`src/design/ffac_pkg.sv`:
```
package ffac_pkg;
    localparam int MAX_BLOCKS   = 64;
    localparam int HEADER_BYTES = 32;
    localparam int IDX_W        = $clog2(MAX_BLOCKS);
    localparam int CNT_W        = $clog2(MAX_BLOCKS + 1);
    localparam int POOL_W       = 17;
    localparam logic [POOL_W-1:0] POOL_RESET = 17'd1024;
    localparam logic [POOL_W-1:0] POOL_MIN   = 17'd64;
    localparam logic [POOL_W-1:0] POOL_MAX   = 17'd65536;
    localparam logic [1:0] ST_OK      = 2'd0;
    localparam logic [1:0] ST_NOSPACE = 2'd1;
    localparam logic [1:0] ST_INVALID = 2'd2;
    localparam logic MODE_ALLOC = 1'b0;
    localparam logic MODE_FREE  = 1'b1;

    typedef struct packed {
        logic [15:0] start;
        logic [15:0] payload;
        logic        free;
    } t_entry;
endpackage

```
`src/design/ffac_table.sv`:
```
module ffac_table (
    input  logic                         i_clk,
    input  logic                         i_we,
    input  logic [ffac_pkg::IDX_W-1:0]   i_waddr,
    input  ffac_pkg::t_entry             i_wdata,
    input  logic [ffac_pkg::IDX_W-1:0]   i_raddr,
    output ffac_pkg::t_entry             o_rdata
);
    ffac_pkg::t_entry r_mem [ffac_pkg::MAX_BLOCKS];

    always_ff @(posedge i_clk) begin
        if (i_we) begin
            r_mem[i_waddr] <= i_wdata;
        end
        o_rdata <= r_mem[i_raddr];
    end
endmodule

```
`src/design/first_fit_allocator_coalescing.sv`:
```
// Channel   Dir  tdata fields (low bit up)                       tuser
// s_axis    in   request_size[15:0], data_offset[31:16]          mode
// m_axis    out  status[1:0], granted_offset[17:2], size[33:18]  -
// cfg       in   pool_bytes[16:0] on i_cfg_wdata, i_cfg_we       -
// A request walks the table one entry at a time, each through a read state and a check
// state (registered memory read), then moves entries one at a time through a read and a
// write state on a split or merge. Reset and a pool_bytes write re-form one free block
// at once. s_axis_tready is low from accept until the result word is taken on m_axis,
// and during reset or a cfg write; a stalled result word holds.
module first_fit_allocator_coalescing (
    input  logic        i_clk,
    input  logic        i_rst_n,
    input  logic        i_cfg_we,
    input  logic [16:0] i_cfg_wdata,
    input  logic        s_axis_tvalid,
    output logic        s_axis_tready,
    input  logic [31:0] s_axis_tdata,  // request_size, data_offset
    input  logic        s_axis_tuser,  // mode
    output logic        m_axis_tvalid,
    input  logic        m_axis_tready,
    output logic [39:0] m_axis_tdata   // status, granted_offset, granted_size
);
    localparam int IW = ffac_pkg::IDX_W;
    localparam int CW = ffac_pkg::CNT_W;
    localparam logic [3:0] S_IDLE = 4'd0, S_SRD = 4'd1, S_SCHK = 4'd2,
        S_SHRD = 4'd3, S_SHWR = 4'd4, S_FIX = 4'd5, S_PRD = 4'd6,
        S_PCHK = 4'd7, S_NRD = 4'd8, S_NCHK = 4'd9, S_RMRD = 4'd10,
        S_RMWR = 4'd11, S_DONE = 4'd12, S_OUT = 4'd13, S_WR2 = 4'd14;

    logic [3:0]    r_state;
    logic [CW-1:0] r_cnt, r_i, r_k, r_rm;
    logic          r_mode;
    logic [15:0]   r_size, r_off;
    ffac_pkg::t_entry r_cur, r_pend;
    logic          r_pend_v;
    logic [1:0]    r_st;
    logic [15:0]   r_go, r_gs;

    logic          we;
    logic [IW-1:0] waddr, raddr;
    ffac_pkg::t_entry wdata, rdata;
    logic [CW-1:0] rsel;

    ffac_table u_tab (.i_clk(i_clk), .i_we(we), .i_waddr(waddr), .i_wdata(wdata),
        .i_raddr(raddr), .o_rdata(rdata));

    logic [16:0] cfg_v;
    always_comb begin
        cfg_v = i_cfg_wdata;
        if (cfg_v < ffac_pkg::POOL_MIN) cfg_v = ffac_pkg::POOL_MIN;
        if (cfg_v > ffac_pkg::POOL_MAX) cfg_v = ffac_pkg::POOL_MAX;
    end

    logic [16:0] need;
    logic [16:0] hdr_off;
    logic        split_ok;
    assign need    = {1'b0, r_size} + 17'(ffac_pkg::HEADER_BYTES);
    assign hdr_off = {1'b0, rdata.start} + 17'(ffac_pkg::HEADER_BYTES);
    assign split_ok = ({1'b0, rdata.payload} > need) &&
                      (r_cnt < CW'(ffac_pkg::MAX_BLOCKS));

    assign raddr = rsel[IW-1:0];
    assign s_axis_tready = (r_state == S_IDLE) && i_rst_n && !i_cfg_we;
    assign m_axis_tvalid = (r_state == S_OUT);
    assign m_axis_tdata  = {6'd0, r_gs, r_go, r_st};

    always_comb begin
        we = 1'b0; waddr = '0; wdata = r_cur; rsel = r_i;
        unique case (r_state)
            S_SHRD: rsel = r_k - CW'(1);
            S_SHWR: begin we = 1'b1; waddr = r_k[IW-1:0]; wdata = rdata; end
            S_PRD:  rsel = r_i - CW'(1);
            S_NRD:  rsel = r_i + CW'(1);
            S_RMRD: rsel = r_k + CW'(1);
            S_RMWR: begin we = 1'b1; waddr = r_k[IW-1:0]; wdata = rdata; end
            S_FIX:  begin we = 1'b1; waddr = r_i[IW-1:0]; wdata = r_cur; end
            S_WR2:  begin we = 1'b1; waddr = IW'(r_i + CW'(1)); wdata = r_pend; end
            default: ;
        endcase
        if ((!i_rst_n || i_cfg_we) && r_state == S_IDLE) begin
            we = 1'b1; waddr = '0;
            wdata.start = '0; wdata.free = 1'b1;
            wdata.payload = !i_rst_n ? 16'(ffac_pkg::POOL_RESET - 17'(ffac_pkg::HEADER_BYTES))
                                     : 16'(cfg_v - 17'(ffac_pkg::HEADER_BYTES));
        end
    end

    always_ff @(posedge i_clk) begin
        if (!i_rst_n) begin
            r_state <= S_IDLE; r_cnt <= CW'(1);
        end else begin
            unique case (r_state)
                S_IDLE: begin
                    if (i_cfg_we) r_cnt <= CW'(1);
                    else if (s_axis_tvalid) begin
                        r_mode <= s_axis_tuser; r_size <= s_axis_tdata[15:0];
                        r_off <= s_axis_tdata[31:16]; r_i <= '0;
                        r_st <= ffac_pkg::ST_OK; r_go <= '0; r_gs <= '0;
                        r_pend_v <= 1'b0; r_state <= S_SRD;
                    end
                end
                S_SRD: r_state <= (r_i < r_cnt) ? S_SCHK : S_DONE;
                S_SCHK: begin
                    if (r_mode == ffac_pkg::MODE_ALLOC) begin
                        if (rdata.free && rdata.payload >= r_size) begin
                            r_cur <= '{start: rdata.start,
                                       payload: split_ok ? r_size : rdata.payload,
                                       free: 1'b0};
                            r_go <= 16'(hdr_off);
                            r_gs <= split_ok ? r_size : rdata.payload;
                            if (split_ok) begin
                                r_pend.start <= 16'(hdr_off + {1'b0, r_size});
                                r_pend.payload <= 16'({1'b0, rdata.payload} - need);
                                r_pend.free <= 1'b1; r_pend_v <= 1'b1;
                                r_k <= r_cnt; r_state <= S_SHRD;
                            end else r_state <= S_FIX;
                        end else begin r_i <= r_i + CW'(1); r_state <= S_SRD; end
                    end else begin
                        if (hdr_off == {1'b0, r_off}) begin
                            if (rdata.free) begin
                                r_st <= ffac_pkg::ST_INVALID; r_state <= S_OUT;
                            end else begin
                                r_cur <= '{start: rdata.start, payload: rdata.payload,
                                           free: 1'b1};
                                r_state <= (r_i != '0) ? S_PRD : S_NRD;
                            end
                        end else begin r_i <= r_i + CW'(1); r_state <= S_SRD; end
                    end
                end
                S_SHRD: r_state <= (r_k > r_i + CW'(1)) ? S_SHWR : S_FIX;
                S_SHWR: begin r_k <= r_k - CW'(1); r_state <= S_SHRD; end
                S_FIX: begin
                    if (r_pend_v) begin r_state <= S_WR2; r_cnt <= r_cnt + CW'(1); end
                    else r_state <= S_DONE;
                end
                S_WR2: r_state <= S_DONE;
                S_PRD: r_state <= S_PCHK;
                S_PCHK: begin
                    if (rdata.free) begin
                        r_cur.start <= rdata.start;
                        r_cur.payload <= rdata.payload + r_cur.payload
                                         + 16'(ffac_pkg::HEADER_BYTES);
                        r_rm <= r_i; r_k <= r_i;
                        r_state <= S_RMRD;
                    end else r_state <= S_NRD;
                end
                S_NRD: r_state <= (r_i + CW'(1) < r_cnt) ? S_NCHK : S_FIX;
                S_NCHK: begin
                    if (rdata.free) begin
                        r_cur.payload <= r_cur.payload + rdata.payload
                                         + 16'(ffac_pkg::HEADER_BYTES);
                        r_rm <= r_i + CW'(1); r_k <= r_i + CW'(1);
                        r_state <= S_RMRD;
                    end else r_state <= S_FIX;
                end
                S_RMRD: begin
                    if (r_k + CW'(1) < r_cnt) r_state <= S_RMWR;
                    else begin
                        r_cnt <= r_cnt - CW'(1);
                        if (r_rm == r_i) begin
                            r_i <= r_i - CW'(1); r_state <= S_NRD;
                        end else r_state <= S_FIX;
                    end
                end
                S_RMWR: begin r_k <= r_k + CW'(1); r_state <= S_RMRD; end
                S_DONE: begin
                    if (r_i >= r_cnt && r_mode == ffac_pkg::MODE_ALLOC)
                        r_st <= ffac_pkg::ST_NOSPACE;
                    else if (r_i >= r_cnt) r_st <= ffac_pkg::ST_INVALID;
                    r_state <= S_OUT;
                end
                S_OUT: if (m_axis_tready) r_state <= S_IDLE;
                default: r_state <= S_IDLE;
            endcase
        end
    end
endmodule

```
`config.mk`:
```
export PLATFORM = sky130hd
export DESIGN_NAME = first_fit_allocator_coalescing
export DESIGN_NICKNAME = d
export VERILOG_FILES = /design/src/design/ffac_pkg.sv /design/src/design/ffac_table.sv /design/src/design/first_fit_allocator_coalescing.sv
export SDC_FILE = /design/constraint.sdc
export NUM_CORES = 2
export LEC_CHECK = 0
export BUFFER_PORTS_ARGS = -buffer_cell sky130_fd_sc_hd__buf_2
export CORE_MARGIN = 1
export CORE_UTILIZATION = 28
export DETAILED_ROUTE_END_ITERATION = 16
export HOLD_SLACK_MARGIN = 0.03
export PLACE_DENSITY = 0.43
export SYNTH_ARGS = -nofsm -noshare
export SYNTH_HDL_FRONTEND = slang
export SYNTH_SLANG_ARGS = --single-unit
```
`constraint.sdc`:
```
create_clock -name i_clk -period 8.1 [get_ports i_clk]
set_clock_uncertainty 0.2 [all_clocks]
set_input_delay 1.215 -clock i_clk [delete_from_list [all_inputs] [get_ports i_clk]]
set_output_delay 1.215 -clock i_clk [all_outputs]
set_load 0.01 [all_outputs]
```
==> impl_results.md <==
- Ys Warns: 0
- Syn_area_per_cell: 12.8 um2
- Primary FF master, synth: edfxtp_1
- GR Util met1: 27.9%
- Pwr dens: 451 mW/mm2
- Setup bufs post-CTS: 0
- # rows: 215
- WP data arrival: 6.76 ns
- Worst-Skew Late Latency: 0.87 ns
- Worst setup path start: r_i[0]
- Most frequent cells in the layout: edfxtp_1 (2,266), nand2_1 (1,936), nand3_1 (934)
- H-tree levels: 5
- Setup WS pre-CTS: 1.82 ns
- DRT iter0 DRCs: 6,628
- VDD IR max: 0.362 mV
- Routability cong.: 0.850
- Initial antenna violation count: 28
- Hold path start: r_cnt[4]
- Vias in the first global route: 61,500
- CORE AREA: 0.343 mm2
- CTS tree: done
- DRC: 0
- Area grow syn2layout: 15.8%
- Post-synth EDFFs: 2,266
- Area of the mapped netlist: 0.0964 mm2
- Post-CTS sizing: 0
- Crit path required time: 8.65 ns
- WL per Instance: 28.3 um
- Final setup viols: 0
- RSZ-0062 raised after global routing: false
- Clock Pin Slew Worst Setup and Hold Paths: 0.06 ns
- GRT Total Usage: 19.7%
- Crit path max fanout: 134
- Layout cells sized above 1: 10.5%
- Clock sinks: 2,310
- Global route overflow: 0
- Status: completed
- Commonest non-fill, non-tap cell in the layout: edfxtp_1
- Die ar.: 0.347 mm2
- Top cell type's share of synthesized area: 70.6%
- Fillers: 34,000
- Hold_buf cts: 0
- Ports: 97
- Critical setup path kind: flip-flop to flip-flop
- First-pass GRT wire length: 490,000 um
- Mapped Cells: 7,524
- Post-synth top area cell: edfxtp_1
- Synth area leaders: edfxtp_1 (71%), nand2_1 (7.5%), nand3_1 (4.8%)
- Pin count of the biggest net entering global routing: 135
- DPL Wire Length: 208,000 um
- Global routing's busiest layer: met2
- Die H: 589 um
- Yosys cell types: 100
- CTS root buf: clkbuf_16
- Finished Cell Area: 0.112 mm2
- Reg2reg start: r_i[0]
- Register area share after synthesis: 71.5%
- Fin Setup TNS: 0 ns
- Post-DP Area: 0.103 mm2
- Vias: 64,100
- Cts bufs inserted: 269
- Die Width: 589 um
- HP Class: flip-flop to flip-flop
- Relative slew slack: 5.98%
- Clock period minus worst slack: 6.21 ns
- Met3 usage: 2.80%
- Via density per instance: 5.15
- Asr flop ratio synth: 0%
- Worst Max-Slew Pin Slew: 1.41 ns
- Initial Util: 28.1%
- Fin crit share: 76.7%
- Crit path launch type: flip-flop
- I/O Buffers: 90
- Pleak: 37.6 nW
- Grt met2 use: 31.7%
- Maxcap violations: 0
- CTS max path bufs: 4
- Antenna Nets Post-Route: 0
- Critical Path Sink Type: flip-flop
- Maximum clock rate: 161 MHz
- Total wire length: 352,000 um
- 1st-pass router iterations: 6
- Final #Nets: 7,829
- Worst setup margin: 1.89 ns
- FF+latch count, synth: 2,310
- Max-slew violations: 0
- Fin. Hold Viols: 0
-- state kept, by name, indices dropped and copies added (netlist names), 16 cells and up --
name,count
r_cur,33
r_go,16
r_gs,16
r_off,16
r_pend,32
r_size,16
u_tab.o_rdata,33
u_tab.r_mem,2112
-- path summary, 6_finish.rpt --
| kind | end | slack [ns] | cells past startpoint |
|---|---|---|---|
| max | u_tab.o_rdata[16] | 1.89 | 10 |
| min | r_cnt[4] | 0.32 | 2 |
| max reg2reg | u_tab.o_rdata[16] | 1.89 | 10 |
| min reg2reg | r_cnt[4] | 0.32 | 2 |
-- critical path, stage by stage (launching register included) --
cell and delay (ns):
edfxtp_1 0.84, inv_1 0.29, ha_1 0.49, mux2i_1 0.10, a32oi_1 0.38, o211a_4 0.65, buf_12 0.55, nand2_1 0.57
o221ai_1 0.55, nand4_1 0.79, a311oi_1 0.52
-- cells by family (layout without fill, tap and decap cells) --
kind of cell	Yosys count	in the layout	share of synthesized area, %
other cells	1	25	0.00389
compound gates	832	832	5.83
fa+ha+maj	115	115	1.52
flops	2310	2310	71.5
buf+inv	531	859	2.59
xor+xnor	108	108	0.995
mux	202	202	2.15
simple gates	3425	3425	15.4
-- synthesized netlist by cell type (49+ instances only) --
cell and number:
o21ai_0 85, buf_2 203, ha_1 111, nand4_1 85, inv_1 76, clkbuf_1 145
xnor2_1 72, nand2_1 1938, edfxtp_1 2266, and3_1 57, buf_1 49, mux2i_1 197
a21oi_1 247, nor2_1 222, nand3_1 934, a31oi_1 82, nor3_1 78, a32oi_1 91
-- layer usage --
metal | up-vias | wire, um | share of wire (%)
met3 | 451 | 23600 | 6.7
met5 | - | 47 | 0.013
met2 | 2407 | 163000 | 46
met4 | 8 | 8840 | 2.5
li1 | 28100 | - | -
met1 | 33100 | 156000 | 44
-- per-stage QoR --
step / util, % / total power, mW / instances / hold slack (ns)
after floorplan: - / 28.7 / 7529 / 0.235
after global placement: 30.2 / 38.9 / 11900 / 0.294
after detailed placement: 30.2 / 38.9 / 11900 / 0.305
after CTS: 32.6 / 50.6 / 12400 / 0.313
after global routing: 32.6 / 52.4 / 12400 / 0.338
final: 32.6 / 50.4 / 12400 / 0.316
-- power by group --
part	switching [mW]	internal, mW	total (mW)
logic	16.9	5.32	22.2
registers	0.646	15.9	16.5
clock network	4.94	6.72	11.7
total	22.4	27.9	50.4
-- final cells by class --
cell class | instances | area [um2] | share of cell area [%]
inverter | 78 | 293 | 0.262
tap | 4557 | 5700 | 5.11
clock inverter | 128 | 1090 | 0.973
multi-input combinational | 4688 | 26100 | 23.3
sequential | 2310 | 68900 | 61.7
antenna | 19 | 47.5 | 0.0426
timing repair buffer | 312 | 2410 | 2.16
clock buffer | 341 | 7140 | 6.39
No activity file was read; power rests on OpenSTA's default activity.
